`config.mk`:
```
export PLATFORM = sky130hd
export DESIGN_NAME = priority_led_pattern_sequencer
export DESIGN_NICKNAME = d
export VERILOG_FILES = /design/src/hw/rtl/plsq_pkg.sv /design/src/hw/rtl/plsq_in_reg.sv /design/src/hw/rtl/plsq_slot_bank.sv /design/src/hw/rtl/priority_led_pattern_sequencer.sv
export SDC_FILE = /design/constraint.sdc
export NUM_CORES = 1
export LEC_CHECK = 0
export ABC_AREA = 1
export BUFFER_PORTS_ARGS = -buffer_cell sky130_fd_sc_hd__clkbuf_2
export CORE_ASPECT_RATIO = 0.5
export CORE_MARGIN = 1
export CORE_UTILIZATION = 25
export CTS_CLUSTER_DIAMETER = 150
export CTS_CLUSTER_SIZE = 10
export DETAILED_ROUTE_END_ITERATION = 16
export HOLD_SLACK_MARGIN = 0.03
export SYNTH_ARGS = -nofsm -noshare
export SYNTH_HDL_FRONTEND = slang
export SYNTH_HIERARCHICAL = 1
export SYNTH_SLANG_ARGS = --single-unit
```
`constraint.sdc`:
```
create_clock -name clk -period 14.2 [get_ports clk]
set_input_delay 0 -clock clk [delete_from_list [all_inputs] [get_ports clk]]
set_output_delay 0 -clock clk [all_outputs]
set_load 0.01 [all_outputs]
```
`src/hw/rtl/plsq_pkg.sv`:
```
// Package for the priority LED pattern sequencer.
// Holds the command codes, the input item and result structs, and fixed widths.
// No dependencies; every other file of the block but the checker imports it.
package plsq_pkg;

  localparam int CMD_W   = 2;
  localparam int SLOT_W  = 2;
  localparam int BITS_W  = 32;
  localparam int LEN_W   = 6;
  localparam int ID_W    = 8;
  localparam int REP_W   = 16;

  localparam logic [SLOT_W-1:0] MANUAL_SLOT_RST = 2'd3;

  typedef enum logic [CMD_W-1:0] {
    CMD_SET    = 2'd0,
    CMD_CLEAR  = 2'd1,
    CMD_STEADY = 2'd2,
    CMD_TICK   = 2'd3
  } cmd_t;

  typedef struct packed {
    cmd_t                     cmd;
    logic [SLOT_W-1:0]        slot;
    logic [BITS_W-1:0]        bits;
    logic [LEN_W-1:0]         len;
    logic [ID_W-1:0]          id;
    logic signed [REP_W-1:0]  rep;
    logic                     steady;
  } item_t;

  typedef struct packed {
    logic led_on;
    logic slot_running;
  } res_t;

endpackage

```
`src/hw/rtl/plsq_in_reg.sv`:
```
// Input register stage of the priority LED pattern sequencer.
// Captures one command item per transfer and holds it until the core takes it.
// Depends on plsq_pkg.
module plsq_in_reg (
  input  logic           clk,
  input  logic           rst_n,
  input  logic           in_valid,
  output logic           in_ready,
  input  plsq_pkg::item_t in_item,
  input  logic           take,
  output logic           item_valid,
  output plsq_pkg::item_t item
);
  import plsq_pkg::*;

  logic  vld_r;
  item_t item_r;

  // The stage can refill in the same cycle that its item moves on.
  assign in_ready   = !vld_r || take;
  assign item_valid = vld_r;
  assign item       = item_r;

  always_ff @(posedge clk) begin
    if (!rst_n) begin
      vld_r <= 1'b0;
    end else if (in_ready) begin
      vld_r <= in_valid;
    end
  end

  always_ff @(posedge clk) begin
    if (in_valid && in_ready) begin
      item_r <= in_item;
    end
  end

endmodule

```
`src/hw/rtl/plsq_slot_bank.sv`:
```
// Slot bank of the priority LED pattern sequencer: per-slot pattern state,
// the set/clear/tick update and the LED level that follows it.
// Depends on plsq_pkg.
module plsq_slot_bank #(
  parameter int SLOTS        = 4,
  parameter int PATTERN_BITS = 32
) (
  input  logic                        clk,
  input  logic                        rst_n,
  input  logic                        go,
  input  plsq_pkg::item_t             item,
  input  logic [plsq_pkg::SLOT_W-1:0] manual_slot,
  output plsq_pkg::res_t              res
);
  import plsq_pkg::*;

  localparam int PW = (PATTERN_BITS > 1) ? $clog2(PATTERN_BITS) : 1;
  localparam int LW = $clog2(PATTERN_BITS + 1);
  localparam int CW = LW + 1;
  localparam logic [LEN_W:0] PB_MAX = (LEN_W + 1)'(PATTERN_BITS);

  logic [PATTERN_BITS-1:0] pat_r   [SLOTS];
  logic [PATTERN_BITS-1:0] pat_nxt [SLOTS];
  logic [ID_W-1:0]         id_r    [SLOTS];
  logic [ID_W-1:0]         id_nxt  [SLOTS];
  logic [LW-1:0]           len_r   [SLOTS];
  logic [LW-1:0]           len_nxt [SLOTS];
  logic [PW-1:0]           pos_r   [SLOTS];
  logic [PW-1:0]           pos_nxt [SLOTS];
  logic signed [REP_W-1:0] rep_r   [SLOTS];
  logic signed [REP_W-1:0] rep_nxt [SLOTS];
  logic                    act_r   [SLOTS];
  logic                    act_nxt [SLOTS];
  logic                    top_oh  [SLOTS];
  logic                    steady_r;
  logic                    steady_nxt;

  logic [LW-1:0]           len_sat;
  logic [PATTERN_BITS-1:0] pat_in;
  logic [2*BITS_W-1:0]     bits_ext;
  logic                    any_act;

  // Lengths above the pattern width saturate; pattern bits above it are dropped.
  assign len_sat  = ({1'b0, item.len} > PB_MAX) ? LW'(PB_MAX) : LW'(item.len);
  assign bits_ext = {{BITS_W{1'b0}}, item.bits};
  assign pat_in   = bits_ext[PATTERN_BITS-1:0];

  // Highest active slot before the update; a tick advances only that one.
  always_comb begin
    logic higher;
    higher  = 1'b0;
    any_act = 1'b0;
    for (int i = SLOTS - 1; i >= 0; i--) begin
      top_oh[i] = act_r[i] && !higher;
      higher    = higher || act_r[i];
    end
    any_act = higher;
  end

  assign steady_nxt = (go && item.cmd == CMD_STEADY) ? item.steady : steady_r;

  for (genvar g = 0; g < SLOTS; g++) begin : g_slot
    logic          hit;
    logic          is_manual;
    logic          wrap;
    logic [CW-1:0] pos_inc;

    assign hit       = (int'(item.slot) == g);
    assign is_manual = (item.slot == manual_slot);
    assign pos_inc   = CW'(pos_r[g]) + CW'(1);
    assign wrap      = (pos_inc >= {1'b0, len_r[g]});

    always_comb begin
      pat_nxt[g] = pat_r[g];
      id_nxt[g]  = id_r[g];
      len_nxt[g] = len_r[g];
      pos_nxt[g] = pos_r[g];
      rep_nxt[g] = rep_r[g];
      act_nxt[g] = act_r[g];
      if (go) begin
        unique case (item.cmd)
          CMD_SET: begin
            if (hit) begin
              if (item.rep == '0) begin
                act_nxt[g] = 1'b0;
              end else if (!is_manual && act_r[g] &&
                           (id_r[g] == item.id || rep_r[g] >= 0)) begin
                // Same pattern, or a finite run still in progress: keep it.
                act_nxt[g] = act_r[g];
              end else if (item.len == '0) begin
                act_nxt[g] = 1'b0;
              end else begin
                pat_nxt[g] = pat_in;
                id_nxt[g]  = item.id;
                len_nxt[g] = len_sat;
                pos_nxt[g] = '0;
                rep_nxt[g] = item.rep;
                act_nxt[g] = 1'b1;
              end
            end
          end
          CMD_CLEAR: begin
            if (hit) begin
              act_nxt[g] = 1'b0;
            end
          end
          CMD_STEADY: begin
            act_nxt[g] = act_r[g];
          end
          CMD_TICK: begin
            if (top_oh[g]) begin
              if (wrap) begin
                pos_nxt[g] = '0;
                if (rep_r[g] > 0) begin
                  rep_nxt[g] = rep_r[g] - 16'sd1;
                  if (rep_r[g] == 16'sd1) begin
                    act_nxt[g] = 1'b0;
                  end
                end
              end else begin
                pos_nxt[g] = pos_inc[PW-1:0];
              end
            end
          end
        endcase
      end
    end

    always_ff @(posedge clk) begin
      if (!rst_n) begin
        act_r[g] <= 1'b0;
      end else begin
        act_r[g] <= act_nxt[g];
      end
    end

    always_ff @(posedge clk) begin
      pat_r[g] <= pat_nxt[g];
      id_r[g]  <= id_nxt[g];
      len_r[g] <= len_nxt[g];
      pos_r[g] <= pos_nxt[g];
      rep_r[g] <= rep_nxt[g];
    end
  end

  always_ff @(posedge clk) begin
    if (!rst_n) begin
      steady_r <= 1'b0;
    end else begin
      steady_r <= steady_nxt;
    end
  end

  // The LED follows the highest slot that is active after the update.
  always_comb begin
    logic found;
    found      = 1'b0;
    res.led_on = steady_nxt;
    for (int i = SLOTS - 1; i >= 0; i--) begin
      if (act_nxt[i] && !found) begin
        res.led_on = pat_nxt[i][pos_nxt[i]];
        found      = 1'b1;
      end
    end
    res.slot_running = (item.cmd == CMD_TICK) && any_act;
  end

endmodule

```
`src/hw/rtl/priority_led_pattern_sequencer.sv`:
```
// Top level of the priority LED pattern sequencer.
// Instantiates plsq_in_reg and plsq_slot_bank and holds the result register.
// Depends on plsq_pkg.
//
// Usage: every command arrives as one transfer on the in_ channel (valid and
// ready) and produces exactly one result transfer on the out_ channel: the
// LED level after the command and, for a tick, whether a slot was running.
// Commands set a pattern slot, clear a slot, set the steady level, or tick the
// highest active slot one step forward.
// The item passes an input register, then, in the cycle in which the core takes
// it, the slot bank updates its state and loads the result register, which
// drives out_valid; a result thus passes both registers before it is offered.
// One item per cycle is sustained when out_ready is high. The cost per item
// is one pass through the slot priority encoder and the per-slot update logic.
// cfg_we writes the manual slot register from cfg_wdata, with no
// handshake; the manual slot skips the same-pattern and running checks on set.
// Reset (rst_n low, synchronous) deactivates every slot, clears the steady
// level, empties both registers and sets the manual slot to the highest index.
// When the receiver stalls, the result holds in the output register, one
// further item waits in the input register, and in_ready then drops.
module priority_led_pattern_sequencer #(
  parameter int SLOTS        = 4,
  parameter int PATTERN_BITS = 32
) (
  input  logic                              clk,
  input  logic                              rst_n,
  input  logic                              in_valid,
  output logic                              in_ready,
  input  logic [plsq_pkg::CMD_W-1:0]        in_cmd,
  input  logic [plsq_pkg::SLOT_W-1:0]       in_slot,
  input  logic [plsq_pkg::BITS_W-1:0]       in_pattern_bits,
  input  logic [plsq_pkg::LEN_W-1:0]        in_pattern_length,
  input  logic [plsq_pkg::ID_W-1:0]         in_pattern_id,
  input  logic signed [plsq_pkg::REP_W-1:0] in_repeat_count,
  input  logic                              in_steady_value,
  output logic                              out_valid,
  input  logic                              out_ready,
  output logic                              out_led_on,
  output logic                              out_slot_running,
  input  logic                              cfg_we,
  input  logic [plsq_pkg::SLOT_W-1:0]       cfg_wdata
);
  import plsq_pkg::*;

  item_t             in_item;
  item_t             item;
  logic              item_valid;
  logic              take;
  res_t              res;
  logic [SLOT_W-1:0] manual_slot_r;
  logic              out_valid_r;
  res_t              out_res_r;

  assign in_item.cmd    = cmd_t'(in_cmd);
  assign in_item.slot   = in_slot;
  assign in_item.bits   = in_pattern_bits;
  assign in_item.len    = in_pattern_length;
  assign in_item.id     = in_pattern_id;
  assign in_item.rep    = in_repeat_count;
  assign in_item.steady = in_steady_value;

  // The held item is processed whenever the result register is free or is
  // being emptied in this same cycle.
  assign take = item_valid && (!out_valid_r || out_ready);

  plsq_in_reg u_in_reg (
    .clk        (clk),
    .rst_n      (rst_n),
    .in_valid   (in_valid),
    .in_ready   (in_ready),
    .in_item    (in_item),
    .take       (take),
    .item_valid (item_valid),
    .item       (item)
  );

  plsq_slot_bank #(
    .SLOTS        (SLOTS),
    .PATTERN_BITS (PATTERN_BITS)
  ) u_slot_bank (
    .clk         (clk),
    .rst_n       (rst_n),
    .go          (take),
    .item        (item),
    .manual_slot (manual_slot_r),
    .res         (res)
  );

  always_ff @(posedge clk) begin
    if (!rst_n) begin
      manual_slot_r <= MANUAL_SLOT_RST;
    end else if (cfg_we) begin
      manual_slot_r <= cfg_wdata;
    end
  end

  always_ff @(posedge clk) begin
    if (!rst_n) begin
      out_valid_r <= 1'b0;
    end else if (take) begin
      out_valid_r <= 1'b1;
    end else if (out_ready) begin
      out_valid_r <= 1'b0;
    end
  end

  always_ff @(posedge clk) begin
    if (take) begin
      out_res_r <= res;
    end
  end

  assign out_valid        = out_valid_r;
  assign out_led_on       = out_res_r.led_on;
  assign out_slot_running = out_res_r.slot_running;

endmodule

```
# Word level (Yosys, flattened, before mapping)
# Memory sizes are Yosys's and may differ from the RTL's.
# Cells that the tools add are included.
# totals
reg_bits	74
ram_bits	272
inputBits	74
out_inout_bits	4
mem_count	6
# op_classes
addsub	8
n_lt_le_gt_ge	17
n_eq_ne	15
muxes	206
bitwise_logic	4
reduce_logical	41
# memory_table
memory	words	word_bits	rd	rd_ports_with_merged_regs	wr	line	text
u_slot_bank.pat_r	4	32	4	0	4	plsq_slot_bank.sv:22	logic [PATTERN_BITS-1:0] pat_r [SLOTS];
u_slot_bank.rep_r	4	16	4	0	4	plsq_slot_bank.sv:30	logic signed [REP_W-1:0] rep_r [SLOTS];
u_slot_bank.id_r	4	8	4	0	4	plsq_slot_bank.sv:24	logic [ID_W-1:0] id_r [SLOTS];
u_slot_bank.len_r	4	6	4	0	4	plsq_slot_bank.sv:26	logic [LW-1:0] len_r [SLOTS];
u_slot_bank.pos_r	4	5	4	0	4	plsq_slot_bank.sv:28	logic [PW-1:0] pos_r [SLOTS];
u_slot_bank.act_r	4	1	4	0	4	plsq_slot_bank.sv:32	logic act_r [SLOTS];
# op_table
cell	n
2-to-1 mux 32 bit	24
2-to-1 mux 16 bit	32
2-to-1 mux 8 bit	24
2-to-1 mux 6 bit	25
2-to-1 mux 5 bit	28
case mux 16 bit (2 select lines)	4
== test 16 x 2 -> 1 bit (second input constant)	4
>= comparator 16 x 1 -> 1 bit (second input constant)	4
> comparator 16 x 1 -> 1 bit (second input constant)	4
subtractor 16 x 2 -> 16 bit (second input constant)	4
2-to-1 mux 1 bit	57
case mux 5 bit (2 select lines)	4
== test 8 bit	4
>= comparator 7 x 6 -> 1 bit	4
adder 5 x 1 -> 6 bit (second input constant)	4
less-than comparator 5 x 6 -> 1 bit (second input constant)	4
binary-select mux 1 bit (select 5 bit)	4
logical AND 1 bit	18
logical NOT 16 bit	1
case mux 1 bit (4 select lines)	4
logical NOT 1 bit	9
logical OR 1 bit	9
== test 2 bit (second input constant)	4
> comparator 6 bit (second input constant)	1
other kinds (6)	11

# Longest topological paths before layout
# logic_depth
ltp_word	19
mapped_depth	25
ltp_nobuf	25

# Hierarchy
# The synthesis kept the hierarchy.
# modules_own_cells
mod	instances	cells_per_inst	area_per_inst_um2
plsq_slot_bank	1	1967	14823.0
plsq_in_reg	1	74	2063.2
priority_led_pattern_sequencer	1	18	177.7

# Worst setup path after synthesis
# Ideal clock, no wire load.
# synth_timing
path_kind	flip-flop to flip-flop
from	memory u_slot_bank/pos_r[2][1] (netlist name)
to	memory u_slot_bank.rep_r[2][0] (enable)
setup_time_ns	0.477
arrival_ns	4.459
slack_ns	9.264
path_stages_with_launch	12
path_cell_list	dfxtp_1 > ha_1 > nand3_1 > xor2_1 > inv_1 > ha_1 > nand2_1 > o21ai_0 > o21ai_0 > a211oi_1 > nor2_1 > a2111oi_0
# synth_rtl
element	line
start: declaration	plsq_slot_bank.sv:28
end: declaration	plsq_slot_bank.sv:30

==> flow_metrics.py <==
metrics = {
    "status": {
        "status": "complete, no violations",
    },
    "place": {
        "portBuffers": 77,
        "place.gp.congestion": 0.8885,
        "place_hpwl_um": 31750,
    },
    "worst_setup_path": {
        "cp_slowest_cell": "inv_1",
        "cpPeakStageDelay_ns": 0.77,
        "r2r_slack_ns": 9.62,
        "cp-start-kind": "flip-flop",
        "startpoint": "u_in_reg/item[65]",
        "arrival_ns": 4.99,
        "cp.depth": 21,
        "critPathTopFamily": "simple AND/OR/NAND/NOR gates",
        "cp_common_cell": "nand2_1",
        "crit_fanout": 59,
        "worstSetupEndpointType": "flip-flop",
        "worstPathCellList": "inv_1, ha_1, nand2_1, clkinv_1, nand2_1, nor2_1, nand2_2, inv_1, or2_0, o21ai_0, nand2_1, nand3_1, nand3_1, nand3_1, nand3_1, nand3_1, nand3_1, nand2_1, nand2_1, nand2_1, nand2_1",
        "crit_buf_inv": 3,
        "critical_path_class": "flip-flop to flip-flop",
        "r2r_cells": 21,
        "r2r-start": "u_in_reg/item[65]",
        "worstReg2RegEnd": "out_led_on",
        "crit_path_end": "out_led_on",
        "required_ns": 14.61,
    },
    "cts": {
        "cts_sinks": 346,
        "htree_num_levels": 2,
        "cts_buffers": 40,
        "clock_path_buffers": 3,
        "cts_resized": 0,
        "cts_tree": "done",
        "cts_root_buf": "clkbuf_16",
        "clk_latency_ns": 0.54,
        "clk_pin_slew_ns": 0.06,
    },
    "yosys": {
        "synth_ff_type": "edfxtp_1",
        "synth_seq_area_share": 0.5168,
        "netlist_area_um2": 17060,
        "synth_edf_count": 189,
        "async_reset_ff_frac": 0,
        "synthCells": 2059,
        "yosysUniqueCellTypes": 57,
        "ys_ff_latch": 346,
        "yosysWarnings": 6,
        "syn_nets": 2173,
        "synth_area_per_cell_um2": 8.287,
    },
    "detailed_routing": {
        "wirelength_um": 44850,
        "routed.top_layer": "met4",
        "vias_per_cell": 4.445,
        "num_vias": 13910,
        "dr.first_iter.drc_count": 1082,
        "drc": 0,
        "drt_pass1_iterations": 5,
        "antenna_left": 0,
        "wl_met1_um": 20100,
        "dr_wl_met3_um": 2333,
        "met2_length_um": 21080,
        "wl_per_cell_um": 14.33,
    },
    "timing": {
        "slew_viol_final": 0,
        "setup_viol": 0,
        "worstMarginPinSlew_ns": 1.089,
        "clock_skew_ns": 0.01027,
        "rsz0062_at_grt": "no",
        "hold_viol_final": 0,
        "period_minus_slack_ns": 4.578,
        "tns_ns": 0,
        "fin_hold_ws_ns": 0.1726,
        "fmax_ghz": 0.2184,
        "relSlewSlack": 0.2732,
        "fin_crit_sh": 0.3224,
    },
    "finish": {
        "fin_nets": 2320,
        "diodes": 0,
        "areaGrowthSynthToFinish_pct": 19.09,
        "layout_commonest_cell": "nand2_1",
        "drive_gt1_frac": 0.08822,
        "final_cell_mix": "nand2_1, inv_1, edfxtp_1, nand3_1, o21ai_0",
    },
    "hold_path": {
        "worst_hold_path_type": "primary input to flip-flop",
        "whs_path_depth": 2,
    },
    "global_routing": {
        "grt_usage": 0.1272,
        "antenna_found_initial": 0,
        "grt_pass1_vias": 12820,
        "grt_pass1_wl_um": 70060,
        "grt_overflow": 0,
        "grt_max_degree": 68,
    },
    "power": {
        "clock_power_share": 0.346,
        "seqPwrFrac": 0.460,
        "p_sw_w": 0.0007922,
        "power_density_nw_per_um2": 134.5,
        "cellLeakagePower_nw": 9.080,
        "power_frac_comb": 0.194,
        "p_sw_frac": 0.2899,
        "power_w": 0.002732,
        "irDropWorstVdd_uv": 66.30,
        "intPower_w": 0.001940,
    },
    "floorplanning": {
        "num_rows": 67,
        "boundaryPins": 78,
        "die-area_um2": 69370,
        "start_util": 0.2538,
        "die-width_um": 371.5,
        "dieHeight_um": 186.7,
        "core_area_um2": 67230,
    },
    "job": {
        "drv_cap": 0,
    },
}
## metrics by stage
stage / utilization / instance area, µm² / worst slack (ns) / std cells
2_1_floorplan: - / 17060 / 9.264 / 2059
3_3_place_gp: 0.2734 / 18380 / 9.806 / 2983
3_5_place_dp: 0.2734 / 18380 / 9.697 / 2983
4_1_cts: 0.3023 / 20320 / 9.659 / 3130
5_1_grt: 0.3023 / 20320 / 9.116 / 3130
6_report: 0.3023 / 20320 / 9.622 / 3130
## worst min-delay path by stage
stage,slack (ns),end,startpoint
final,0.17,u_in_reg/item[44],in_pattern_bits[13]
after detailed placement,0.18,u_in_reg/item[65],in_cmd[0]
after floorplan,0.08,manual_slot_r[0],rst_n
after CTS,0.15,u_in_reg/item[47],in_pattern_bits[16]
after global placement,0.18,u_in_reg/item[55],in_pattern_bits[24]
after global routing,0.16,u_in_reg/item[50],in_pattern_bits[19]
## cells in the mapped netlist, drive strengths merged (9+ instances only)
| master | instances | area [µm²] |
|---|---|---|
| a21oi | 80 | 419.2 |
| a22oi | 12 | 103.9 |
| a31oi | 9 | 56.30 |
| and2 | 9 | 58.81 |
| buf | 32 | 198.9 |
| clkbuf | 29 | 112.6 |
| dfxtp | 157 | 3143 |
| edfxtp | 189 | 5675 |
| ha | 40 | 500.5 |
| inv | 385 | 1445 |
| nand2 | 419 | 1593 |
| nand3 | 176 | 895.9 |
| nand4 | 20 | 146.4 |
| nor2 | 165 | 649.4 |
| nor3 | 18 | 90.09 |
| o211ai | 19 | 142.6 |
| o21a | 19 | 142.6 |
| o21ai | 174 | 874.6 |
| or2 | 32 | 200.2 |
| xnor2 | 27 | 236.5 |
| xor2 | 16 | 140.1 |
## registers in the layout, summed over array words and instances (netlist names), 2 cells and up
register           flops
u_slot_bank/pos_r     20
manual_slot_r          2
u_in_reg/item         67
u_slot_bank/pat_r    128
u_slot_bank/act_r      4
u_slot_bank/len_r     24
u_slot_bank/id_r      32
u_slot_bank/rep_r     64
## layer usage
metal / track usage / up-vias
met5: 0 / -
met4: 0.04461 / 0
li1: - / 6965
met1: 0.1686 / 6481
met2: 0.2096 / 377
met3: 0.01994 / 89
## logic make-up after synthesis
family                   Yosys count  share of synthesized area
AND/OR/NAND/NOR                  855                     0.2197
buffers and inverters            447                     0.1032
flip-flops                       346                     0.5168
AO/OA/AOI/OAI                    328                     0.1090
XOR/XNOR                          43                    0.02207
adder cells (fa/ha/maj)           40                    0.02933
## timing repair
action,CTS,global route
endpoints found under the hold margin,78,0
hold buffers,78,0
setup buffers,0,0
## power by group through the flow
stage	sequential [W]	combinational (W)	clock, W
5_1_grt	0.00127	0.000608	0.00101
6_report	0.00126	0.000530	0.000946
2_1_floorplan	0.00125	0.000391	0
3_5_place_dp	0.00128	0.000504	0
4_1_cts	0.00126	0.000525	0.000974
3_3_place_gp	0.00127	0.000493	0
## worst register-to-register path: stages, from the launching register on
cell and delay, ns:
edfxtp_1 0.42, inv_1 0.11, ha_1 0.67, nand2_1 0.16, clkinv_1 0.24, nand2_1 0.11
nor2_1 0.26, nand2_2 0.55, inv_1 0.79, or2_0 0.18, o21ai_0 0.11, nand2_1 0.11
nand3_1 0.08, nand3_1 0.11, nand3_1 0.10, nand3_1 0.08, nand3_1 0.08, nand3_1 0.09
nand2_1 0.05, nand2_1 0.06, nand2_1 0.05, nand2_1 0.05
## layout make-up
cell class	count	area, µm²
Timing Repair Buffer	166	1249
Fill cell	7098	46910
Tap cell	897	1122
Clock buffer	67	1145
Sequential cell	346	8818
Multi-Input combinational cell	1266	6521
Clock inverter	2	17.52
Inverter	386	1449
Note: power is estimated with default switching activity, not from simulation.
